===== src/nps3d_pkg.sv =====
`timescale 1ns / 1ps
package nps3d_pkg;

  localparam int DIST_BITS         = 50;
  localparam int DEF_STORE_DEPTH   = 256;
  localparam int DEF_COORD_BITS    = 24;

  localparam logic FUNC_LOAD  = 1'b0;
  localparam logic FUNC_QUERY = 1'b1;

  typedef enum logic [1:0] {
    ST_IDLE,
    ST_SCAN,
    ST_DRAIN,
    ST_FIN
  } nps3d_state_t;

  typedef struct packed {
    logic start;     // latch query point and count, restart scan address
    logic issue;     // read one store entry this cycle
    logic store_wr;  // write the incoming point into the store
    logic out_load;  // move the best match into the result register
  } nps3d_cmd_t;

  typedef struct packed {
    logic last_addr;  // scan address is at the last entry in use
    logic pipe_busy;  // distance pipeline still holds entries
  } nps3d_sts_t;

endpackage


===== src/nps3d_ctrl.sv =====
`timescale 1ns / 1ps
module nps3d_ctrl
  import nps3d_pkg::*;
(
  input  logic       clk,
  input  logic       rst_n,
  input  logic       in_valid,
  input  logic       in_func,
  output logic       in_ready,
  output logic       out_valid,
  input  logic       out_ready,
  output nps3d_cmd_t cmd,
  input  nps3d_sts_t sts
);

  nps3d_state_t state_r, state_nxt;
  logic         out_valid_r, out_valid_nxt;

  always_ff @(posedge clk) begin
    if (!rst_n) begin
      state_r     <= ST_IDLE;
      out_valid_r <= 1'b0;
    end else begin
      state_r     <= state_nxt;
      out_valid_r <= out_valid_nxt;
    end
  end

  always_comb begin
    state_nxt = state_r;
    cmd       = '0;
    in_ready  = 1'b0;
    case (state_r)
      ST_IDLE: begin
        in_ready = 1'b1;
        if (in_valid) begin
          if (in_func == FUNC_QUERY) begin
            cmd.start = 1'b1;
            state_nxt = ST_SCAN;
          end else begin
            cmd.store_wr = 1'b1;
          end
        end
      end
      ST_SCAN: begin
        cmd.issue = 1'b1;
        if (sts.last_addr) begin
          state_nxt = ST_DRAIN;
        end
      end
      ST_DRAIN: begin
        if (!sts.pipe_busy) begin
          state_nxt = ST_FIN;
        end
      end
      ST_FIN: begin
        // wait here while an earlier result is still unread
        if (!out_valid_r || out_ready) begin
          cmd.out_load = 1'b1;
          state_nxt    = ST_IDLE;
        end
      end
      default: begin
        state_nxt = ST_IDLE;
      end
    endcase

    if (cmd.out_load) begin
      out_valid_nxt = 1'b1;
    end else if (out_ready) begin
      out_valid_nxt = 1'b0;
    end else begin
      out_valid_nxt = out_valid_r;
    end
  end

  assign out_valid = out_valid_r;

endmodule


===== config.mk =====
export PLATFORM = sky130hd
export DESIGN_NAME = nps3d_ctrl
export DESIGN_NICKNAME = d
export VERILOG_FILES = /design/src/nps3d_pkg.sv /design/src/nps3d_ctrl.sv
export SDC_FILE = /design/constraint.sdc
export NUM_CORES = 1
export LEC_CHECK = 0
export BUFFER_PORTS_ARGS = -buffer_cell sky130_fd_sc_hd__buf_2
export CAP_MARGIN = 0
export CORE_AREA = 4 4 41 43
export CTS_CLUSTER_DIAMETER = 120
export DETAILED_ROUTE_END_ITERATION = 7
export DIE_AREA = 0 0 45 47
export SLEW_MARGIN = 10
export SYNTH_ARGS = -nofsm -noshare
export SYNTH_HDL_FRONTEND = slang
export SYNTH_SLANG_ARGS = --single-unit

===== constraint.sdc =====
create_clock -name clk -period 1.9 [get_ports clk]
set_input_delay 0.19 -clock clk [delete_from_list [all_inputs] [get_ports clk]]
set_output_delay 0.19 -clock clk [all_outputs]
set_load 0.005 [all_outputs]

# --- Word-level counts from Yosys, hierarchy flattened ---
# Index checks and enable logic that the tools add are counted.
op_classes:
  add_sub_neg: 0
  bitwise: 0
  n_mul: 0
  magnitude_cmp: 0
  shifts: 0
  muxes: 18
  n_div: 0
  n_eq_ne: 8
  n_reduce_logical: 5
ops:
  columns: ["operator", "n"]
  rows:
  - ["2-to-1 mux 1 bit", 12]
  - ["2-to-1 mux 2 bit", 5]
  - ["!= test 2 bit, second input constant", 5]
  - ["one-hot mux 2 bit (4 select lines)", 1]
  - ["AND reduction 5 bit", 1]
  - ["equality test 2 bit, second input constant", 2]
  - ["equality test 2 x 1 -> 1 bit, second input constant", 1]
  - ["logical NOT 2 bit", 1]
  - ["nonzero test 2 bit", 1]
  - ["logical NOT 1 bit", 1]
  - ["logical OR 1 bit", 1]
totals:
  n_memories: 0
  latchBits: 0
  mem_bits_rw: 0
  elab_cells: 33
  input_bits: 7
  reg_bits: 3
  out_inout_bits: 6
  rom_bits: 0

# --- Depth between registers and ports, before layout ---
# Gate-level depths: netlist of run 1.
logic_depth:
  word_depth: 5
  depth_mapped: 5
  depth_no_buf: 5

# --- Least setup slack after synthesis of run 1 ---
# No wires, ideal clock.
synth_timing:
  kind: "register to register"
  startpoint: "register state_r[1]"
  endpoint: "register state_r[1]"
  t_required_ns: 1.828
  path_slack_ns: 0.557
  path_buffers: 0
  setup_time_ns: 0.072
  synth_period_minus_slack_ns: 1.343
  stages_incl_launch_ff: 6
  arrival_time_ns: 1.271
  cell_sequence: "dfxtp_1 -> inv_1 -> ha_1 -> nor2b_4 -> a2111oi_4 -> mux2i_1"
synth_between:
  elab_chain_cells: 3
  elab_cells_between_ends: 11
  classes_between: "8 x eq/ne; 1 x mux; 2 x reduce/logical"
synth_rtl:
  columns: ["element", "line_no", "source"]
  rows:
  - ["start: declaration", "nps3d_ctrl.sv:16", "nps3d_state_t state_r, state_nxt;"]
  - ["start signal: assignment", "nps3d_ctrl.sv:24", "state_r <= state_nxt;"]
  - ["equality test 2 bit, or another cell as far along", "nps3d_ctrl.sv:33", "case (state_r)"]
  - ["!= test 2 bit (no line)", null, null]
  - ["AND reduction 5 bit (no line)", null, null]
# Several ways; a longest one is shown, not always the timed one.
# A chain may end at the register's enable or synchronous reset.

# --- Worst setup path in the final report of run 1 ---
layout_timing:
  startpoint: "register state_r[0]"
  endpoint: "register state_r[1]"
# The elaborated chain is that of the path after synthesis.

==> results by group, run 1 <==
Pwr
  – PwrDens: 1150 mW/mm^2
  – Peak supply drop: 0.000504 V
  – Leak: 0.183 nW
  – Total Power: 0.000410 W

Placement
  – Total placed cells including tap cells: 51
  – DP Worst Slack: 482 ps
  – # port buffers: 12
  – Placer congestion estimate: 0.618

Route
  – Vias/cell: 3.95
  – Drc violations: 0
  – WL final: 507 um
  – Drt wl/cell: 9.22 um
  – Via count: 217
  – Antenna viol nets, final: 0
  – DRT Pass-1 Iters: 2
  – Starting DRT DRC Count: 3

CTS
  – H-tree depth: 1
  – Cts hold-fix bufs: 0
  – Clock Pin Slew Worst Setup and Hold Paths: 40 ps
  – Post-CTS resize count: 0
  – Clock root buffer: clkbuf_4
  – Clock insertion delay at the later pin of the skew report: 230 ps
  – Setup bufs post-CTS: 0
  – CTS tree: built
  – Sink Count: 3
  – Max Root-Sink Buffers: 2
  – Total CTS buffers: 3

Floorplanning
  – Top-Level Pins: 13
  – Die height: 47 um
  – Initial Utilization: 0.200
  – Die Footprint: 0.00212 mm^2
  – Die width: 45 um
  – Row count: 13
  – Core area: 0.00130 mm^2

Synthesis
  – Top cells by count, synth: ha_1, dfxtp_1, nand2_1
  – Post-synth ARST share: 0
  – Netlist cell types: 16
  – Post-synth EDFFs: 0
  – Leading cell type by number of instances after synthesis: ha_1
  – Top area cells in the synthesized netlist: dfxtp_1, ha_1, a2111oi_4, nor2b_4, a2111o_1
  – Sequential fraction of the synthesis area: 0.231
  – Yosys warns: 0
  – Register bit count reported by yosys: 3
  – Syn avg cell area: 10.4 um^2
  – Synth Flop Type: dfxtp_1
  – Mapped Cells: 25
  – Area of the mapped netlist: 260 um^2
  – Synthesized Nets: 36
  – Synth area leader: dfxtp_1
  – Share of the synthesized area in the top cell type: 0.231

Critical path
  – Worst R2R Setup Slack: 480 ps
  – CP endpoint kind: flip-flop
  – Crit path cell chain: inv_1 > ha_1 > and2_1 > a2111oi_4 > mux2i_1
  – Critical path arrival: 1590 ps
  – Slowest cell on the critical path: dfxtp_1
  – Buf+Inv Stages, Crit Path: 1
  – Top delay family on crit path: flip-flops
  – Crit Path Category: reg2reg
  – Critical Path Max Stage Delay: 380 ps
  – Crit path launch type: flip-flop
  – CP Data Required Time: 2060 ps
  – Max FO, Critical Path: 4

STA
  – Fin. Hold Viols: 0
  – Max-slew violations: 0
  – Worst Tran Pin Value: 300 ps
  – Layout Skew: 0.931 ps
  – Fin Setup TNS: 0 ps
  – RSZ-0062 raised after global routing: no
  – Fmax: 0.704 GHz
  – Final min period: 1420 ps
  – Final setup margin: 479 ps
  – Setup violators final: 0
  – Slew margin rel.: 0.800
  – Final worst-path cycle share: 0.748

Finish
  – Final #Nets: 52
  – Share of layout cells above drive strength 1: 0.450
  – Layout area overhead: 37.5%
  – Ant diodes: 0
  – Core Util, Final: 0.275
  – Cell Count, Final, Fillers Out: 55

Global route
  – Largest net degree at the start of global routing: 6
  – Total GRT Usage: 0.0560
  – Initial antenna violation count: 0
  – First-pass GRT wire length: 772 um
  – Vias in the first global route: 207
  – Remaining Overflow, GRT: 0

Run status
  – Status: complete, no violations

Hold path
  – Min-delay worst type: in2reg

Job
  – Max-Cap Viols: 0
==> final timing paths <==
path	start	end	cells past startpoint
setup / recovery	state_r[0]	state_r[1]	5
hold / removal	rst_n	out_valid	2
setup reg to reg	state_r[0]	state_r[1]	5
hold reg to reg	state_r[1]	state_r[1]	2
==> where the power goes <==
part            total, W  switching, W  internal [W]
Clock           0.000113     0.0000345     0.0000788
Sequential     0.0000986     0.0000180     0.0000806
Combinational   0.000199     0.0000903      0.000108
Total           0.000410      0.000143      0.000268
==> worst register-to-register path: stages, from the launching register on <==
cell	delay, ps
dfxtp_1	380
inv_1	80
ha_1	200
and2_1	160
a2111oi_4	320
mux2i_1	210
==> through the flow <==
| step | cell area, um^2 | hold WS, ps |
|---|---|---|
| 2_1_floorplan | 260 | 308 |
| 3_3_place_gp | 332 | 453 |
| 3_5_place_dp | 332 | 461 |
| 4_1_cts | 358 | 218 |
| 5_1_grt | 358 | 237 |
| 6_report | 358 | 215 |
==> state kept, by name, summed over array words and instances (netlist names) <==
register	count
out_valid	1
state_r	2
==> layout make-up <==
| type | instances | area (um^2) |
|---|---|---|
| Sequential cell | 3 | 60.1 |
| Clock buffer | 4 | 26.3 |
| Timing Repair Buffer | 12 | 60.1 |
| Fill cell | 149 | 943 |
| Tap cell | 15 | 18.8 |
| Multi-Input combinational cell | 19 | 185 |
| Inverter | 2 | 7.51 |
==> per-layer routing <==
layer | GRT usage | vias to the layer above | share of wire
li1 | - | 114 | -
met1 | 0.0520 | 96 | 0.34
met2 | 0.0819 | 7 | 0.52
met3 | 0.0728 | 0 | 0.13
met4 | 0 | 0 | 0
met5 | 0 | - | 0
==> cell families (layout without fill, tap and decap cells) <==
group	after synthesis	count (layout)	share of synthesized area
AND/OR/NAND/NOR	9	9	0.236
AO/OA/AOI/OAI	5	5	0.245
adder cells (fa/ha/maj)	4	4	0.192
flip-flops	3	3	0.231
buffers and inverters	3	18	0.0577
multiplexers	1	1	0.0385
==> cell usage in the layout (no fill, tap or decap), drive strengths merged, types with 2 or more instances in the layout <==
cell type	netlist	final
clkbuf	0	4
nor2b	3	3
inv	2	2
dfxtp	3	3
ha	4	4
buf	1	12
nand2	3	3
No activity file was read; power rests on OpenSTA's default activity.
==> inputs of run 2 (changes only) <==
Clock period 1.9 ns to 1.44 ns, I/O delays scaled along.
==> run 2 against run 1 <==
  * Routed wire length rose by 15%
  * Global-route usage grew 0.79 points
  * Final cell count up 5.5%
  * Non-clock buffer count increased by 3
  * Critical path type unchanged
  * Critical endpoint is now state_r[0]
==> results by group, run 2 (synthesized netlist as in run 1, its figures left out) <==
Global route
  – Total GRT Usage: 0.0639 (+0.00794)
  – Vias in the first global route: 203 (-1.9%)
  – First-pass GRT wire length: 821 um (+6.3%)
  – Initial antenna violation count: 0 (unchanged)
  – Largest net degree at the start of global routing: 5 (-1)
  – Remaining Overflow, GRT: 0 (unchanged)

Finish
  – Final #Nets: 55 (+5.8%)
  – Commonest non-fill, non-tap cells in the layout: buf_2, ha_2, nand2_1, clkbuf_4, buf_4
  – Ant diodes: 0 (unchanged)
  – Reg with most FFs: state_r
  – Max reg flops: 2 (unchanged)
  – Layout area overhead: 53.4%
  – Share of layout cells above drive strength 1: 0.721 (+0.271)
  – Core Util, Final: 0.307 (+0.0317)
  – Most common cell after layout, fill and taps aside: buf_2

Critical path
  – CP Data Required Time: 1570 ps (-490 ps)
  – Crit Path Category: reg2reg
  – Crit path cell chain: buf_4 > ha_2 > nor2b_4 > a2111o_1 > o211a_1
  – Buf+Inv Stages, Crit Path: 1 (unchanged)
  – Top delay family on crit path: compound AO/OA/AOI/OAI gates
  – Crit path launch type: flip-flop
  – Critical path arrival: 1520 ps (-70 ps)
  – Slowest cell on the critical path: a2111o_1
  – CP endpoint kind: flip-flop
  – Critical Path Max Stage Delay: 380 ps (about the same)
  – Max FO, Critical Path: 3 (-1)

STA
  – Slew margin rel.: 0.791 (-0.00929)
  – Worst Tran Pin Value: 314 ps (+13.9 ps)
  – Final min period: 1390 ps (-28.1 ps)
  – Setup violators final: 0 (unchanged)
  – Fmax: 0.718 GHz (+2.0%)
  – Final worst-path cycle share: 0.967 (+0.219)
  – Layout Skew: 0.578 ps (-0.353 ps)
  – Fin. Hold Viols: 0 (unchanged)
  – Max-slew violations: 0 (unchanged)

Pwr
  – PwrDens: 1590 mW/mm^2 (+38%)
  – Clock Power Share: 0.238 (-0.038)
  – Switching power: 0.000215 W (+50%)
  – Sequential fraction of design power: 0.210 (-0.030)
  – Switch share: 0.339 (-0.00851)
  – Peak supply drop: 0.000613 V (+21%)
  – Comb power frac: 0.552 (+0.068)
  – Total Power: 0.000633 W (+54%)
  – Leak: 0.194 nW (+5.9%)
  – Int Pwr: 0.000418 W (+56%)

CTS
  – Total CTS buffers: 3 (unchanged)
  – H-tree depth: 1 (unchanged)
  – Cts hold-fix bufs: 0 (unchanged)
  – Max Root-Sink Buffers: 2 (unchanged)
  – Clock root buffer: clkbuf_4
  – Sink Count: 3 (unchanged)
  – CTS tree: built
  – Clock insertion delay at the later pin of the skew report: 240 ps (about the same)
  – Clock Pin Slew Worst Setup and Hold Paths: 40 ps (about the same)

Floorplanning
  – Top-Level Pins: 13 (unchanged)
  – Core area: 0.00130 mm^2 (unchanged)
  – Die width: 45 um (unchanged)
  – Die height: 47 um (unchanged)
  – Die Footprint: 0.00212 mm^2 (unchanged)
  – Row count: 13 (unchanged)
  – Initial Utilization: 0.200 (unchanged)

Placement
  – Placer congestion estimate: 0.657 (+6.3%)
  – DPL Wire Length: 455 um
  – # port buffers: 12 (unchanged)

Route
  – Drc violations: 0 (unchanged)
  – Drt wl/cell: 10.1 um (+9.0%)
  – Antenna viol nets, final: 0 (unchanged)
  – Via count: 242 (+12%)
  – WL final: 583 um (+15%)
  – Vias/cell: 4.17 (+5.8%)
  – DRT Pass-1 Iters: 2 (unchanged)
  – Starting DRT DRC Count: 4 (+1)

Job
  – Max-Cap Viols: 0 (unchanged)

Run status
  – Status: complete, no violations

Hold path
  – Min-delay worst type: in2reg
-- run 2: cell types whose count changed in the layout (fill, tap and decap cells not counted) --
cell      delta
ha_2         +4
and2_4       +1
a21boi_2     +1
inv_2        +2
dfxtp_1      -2
a21boi_1     -1
dfxtp_2      +2
and2_1       -1
inv_1        -2
buf_4        +3
ha_1         -4
-- run 2: repair_timing --
action                     4_1_cts  5_1_grt
setup endpoints to repair        2        1
gates resized for setup          2        8
pin swaps                        1        2
buffers inserted                 0        2
-- run 2: worst paths after layout --
kind | startpoint | end | slack (ps) | cells after the start
max reg2reg | state_r[0] | state_r[0] | 50 | 5
max | state_r[0] | state_r[0] | 50 | 5
min reg2reg | state_r[1] | state_r[1] | 480 | 2
min | rst_n | out_valid | 160 | 2
-- run 2: cell type report --
type / instances / area, um^2
fillers: 140 / 902
well taps: 15 / 18.8
repair buffers: 15 / 82.6
flip-flops and latches: 3 / 62.6
multi-input cells: 19 / 201
inverters: 2 / 7.51
clock buffers: 4 / 26.3
-- run 2: power by group through the flow --
stage	Clock (W)	Sequential [W]	Combinational (W)
after floorplan	0	0.000125	0.000200
after global placement	0	0.000129	0.000292
after detailed placement	0	0.000129	0.000300
after CTS	0.000154	0.000132	0.000305
after global routing	0.000169	0.000136	0.000390
final	0.000150	0.000133	0.000349
-- run 2: stage by stage --
step	hold WS (ps)	setup WS [ps]	setup TNS, ps	area [um^2]	cells
after floorplan	262	97.3	0	260	25
after CTS	161	40.6	0	368	56
final	159	47.4	0	399	58
after detailed placement	406	-7.69	-7.69	339	52
after global routing	163	-0.592	-0.592	399	58
after global placement	404	21.3	0	339	52
-- run 2: per-layer routing --
layer	up-vias	share of wire	wire length [um]	global-route usage
met5	-	0	0	0
met4	0	0.019	11	0.0702
met3	2	0.099	58	0.0613
met2	7	0.54	315	0.0819
met1	112	0.34	197	0.0544
li1	121	-	-	-
==> inputs of run 3 (changes only) <==
Clock period 1.44 ns to 1.4 ns, I/O delays scaled along.
==> run 3 against run 2 <==
  * Via count shrank 5.8%
  * Total power is 2.6% lower
  * Routed wire length is 11% lower
==> results by group, run 3 (synthesized netlist as in run 1, its figures left out) <==
CTS
  – CTS tree: built
  – Clock root buffer: clkbuf_4
  – Total CTS buffers: 3 (unchanged)
  – Max Root-Sink Buffers: 2 (unchanged)
  – Sink Count: 3 (unchanged)
  – Cts hold-fix bufs: 0 (unchanged)
  – H-tree depth: 1 (unchanged)
  – Clock insertion delay at the later pin of the skew report: 240 ps (about the same)
  – Clock Pin Slew Worst Setup and Hold Paths: 40 ps (about the same)

Finish
  – Share of layout cells above drive strength 1: 0.619 (-0.102)
  – Area of the multi-input gates: 193 um^2 (-4.3%)
  – Layout area overhead: 48.1%
  – Final #Nets: 54 (-1.8%)
  – Most common cell after layout, fill and taps aside: buf_2
  – Fill cells: 144 (+2.9%)
  – Ant diodes: 0 (unchanged)
  – Reg with most FFs: state_r
  – Commonest non-fill, non-tap cells in the layout: buf_2, nand2_1, clkbuf_4
  – Core Util, Final: 0.296 (-0.0106)
  – Max reg flops: 2 (unchanged)
  – Sequential Area: 65.1 um^2 (+4.0%)
  – Post-route cell area: 385 um^2 (-3.4%)

Floorplanning
  – Row count: 13 (unchanged)
  – Initial Utilization: 0.200 (unchanged)
  – Die width: 45 um (unchanged)
  – Die height: 47 um (unchanged)
  – Die Footprint: 0.00212 mm^2 (unchanged)
  – Core area: 0.00130 mm^2 (unchanged)
  – Top-Level Pins: 13 (unchanged)

Critical path
  – CP endpoint kind: output port
  – Max FO, Critical Path: 4 (+1)
  – Critical Path Max Stage Delay: 360 ps (-20 ps)
  – Crit Path Category: reg2out
  – Critical path arrival: 1220 ps (-300 ps)
  – Crit path cell chain: inv_2 > ha_1 > buf_4 > and3_1 > buf_2
  – Buf+Inv Stages, Crit Path: 3 (+2)
  – CP Data Required Time: 1260 ps (-310 ps)
  – Slowest cell on the critical path: dfxtp_4
  – Crit path launch type: flip-flop
  – Top delay family on crit path: flip-flops

Route
  – WL final: 519 um (-11%)
  – Antenna viol nets, final: 0 (unchanged)
  – WL met2: 262 um (-17%)
  – DRT Pass-1 Iters: 2 (unchanged)
  – Vias/cell: 4.00 (-4.1%)
  – Via count: 228 (-5.8%)
  – Drc violations: 0 (unchanged)
  – Starting DRT DRC Count: 3 (-1)
  – Metal3 WL: 59 um (+1.7%)
  – Met1 WL: 198 um (+0.51%)
  – Drt wl/cell: 9.11 um (-9.4%)
  – Top sig layer: met3

Pwr
  – Switching power: 0.000208 W (-3.1%)
  – Peak supply drop: 0.000604 V (-1.4%)
  – Int Pwr: 0.000408 W (-2.3%)
  – Sequential fraction of design power: 0.225 (+0.015)
  – Leak: 0.193 nW (-0.74%)
  – Switch share: 0.337 (-0.00177)
  – Clock Power Share: 0.255 (+0.017)
  – PwrDens: 1600 mW/mm^2 (+0.87%)
  – Comb power frac: 0.521 (-0.031)

Global route
  – Largest net degree at the start of global routing: 5 (unchanged)
  – Remaining Overflow, GRT: 0 (unchanged)
  – Initial antenna violation count: 0 (unchanged)
  – Total GRT Usage: 0.0552 (-0.00873)
  – First-pass GRT wire length: 779 um (-5.1%)
  – Vias in the first global route: 198 (-2.5%)

Placement
  – # port buffers: 12 (unchanged)
  – DP Worst Slack: -18.3 ps (-10.6 ps)
  – Area post-placement: 347 um^2 (+2.2%)
  – Placer congestion estimate: 0.662 (+0.76%)
  – DPL Wire Length: 415 um (-8.9%)

STA
  – Max-slew violations: 0 (unchanged)
  – Slew margin rel.: 0.800 (+0.00946)
  – Layout Skew: 4.10 ps (+3.52 ps)
  – Fin. Hold Viols: 0 (unchanged)
  – Final worst-path cycle share: 0.973
  – Final hold slack: 165 ps (+5.70 ps)
  – Final setup margin: 38.3 ps (-9.09 ps)
  – Fin Setup TNS: 0 ps (unchanged)
  – Setup violators final: 0 (unchanged)
  – Final min period: 1360 ps
  – RSZ-0062 raised after global routing: yes
  – Fmax: 0.734 GHz
  – Worst Tran Pin Value: 300 ps (-14.2 ps)

Hold path
  – Min-delay worst type: in2reg

Job
  – Max-Cap Viols: 0 (unchanged)

Run status
  – Status: complete, no violations
==> run 3: worst paths after layout <==
path,depth (start not counted),start,end,slack (ps)
setup / recovery,5,state_r[0],cmd[3],40
hold / removal,2,rst_n,state_r[0],160
setup reg to reg,5,state_r[1],state_r[1],50
hold reg to reg,2,state_r[1],state_r[1],460
==> run 3: power groups by stage <==
stage	sequential, W	clock, W	combinational (W)
3_3_place_gp	0.000130	0	0.000319
5_1_grt	0.000142	0.000172	0.000363
4_1_cts	0.000133	0.000161	0.000327
6_report	0.000138	0.000157	0.000321
2_1_floorplan	0.000128	0	0.000205
3_5_place_dp	0.000130	0	0.000318
==> run 3: per-layer routing <==
layer  global-route usage  vias to the layer above
met2               0.0791                        8
li1                     -                      120
met4                    0                        0
met1               0.0611                      100
met5                    0                        -
met3               0.0575                        0
==> run 3: cell type report <==
class / instances / area share
Multi-Input combinational cell: 19 / 0.500
Timing Repair Buffer: 14 / 0.195
Sequential cell: 3 / 0.169
Clock buffer: 4 / 0.0682
Tap cell: 15 / 0.0487
Inverter: 2 / 0.0195
==> run 3: timing repair <==
action                                  CTS  global route
endpoints found under the setup margin    2             3
resized for setup                         4             3
setup buffers                             0             0
pin swaps                                 1             1
==> run 3: metrics by stage <==
stage,instances,power [W]
floorplan,25,0.000334
global placement,53,0.000449
finish,57,0.000616
CTS,57,0.000620
detailed placement,53,0.000448
global route,57,0.000677
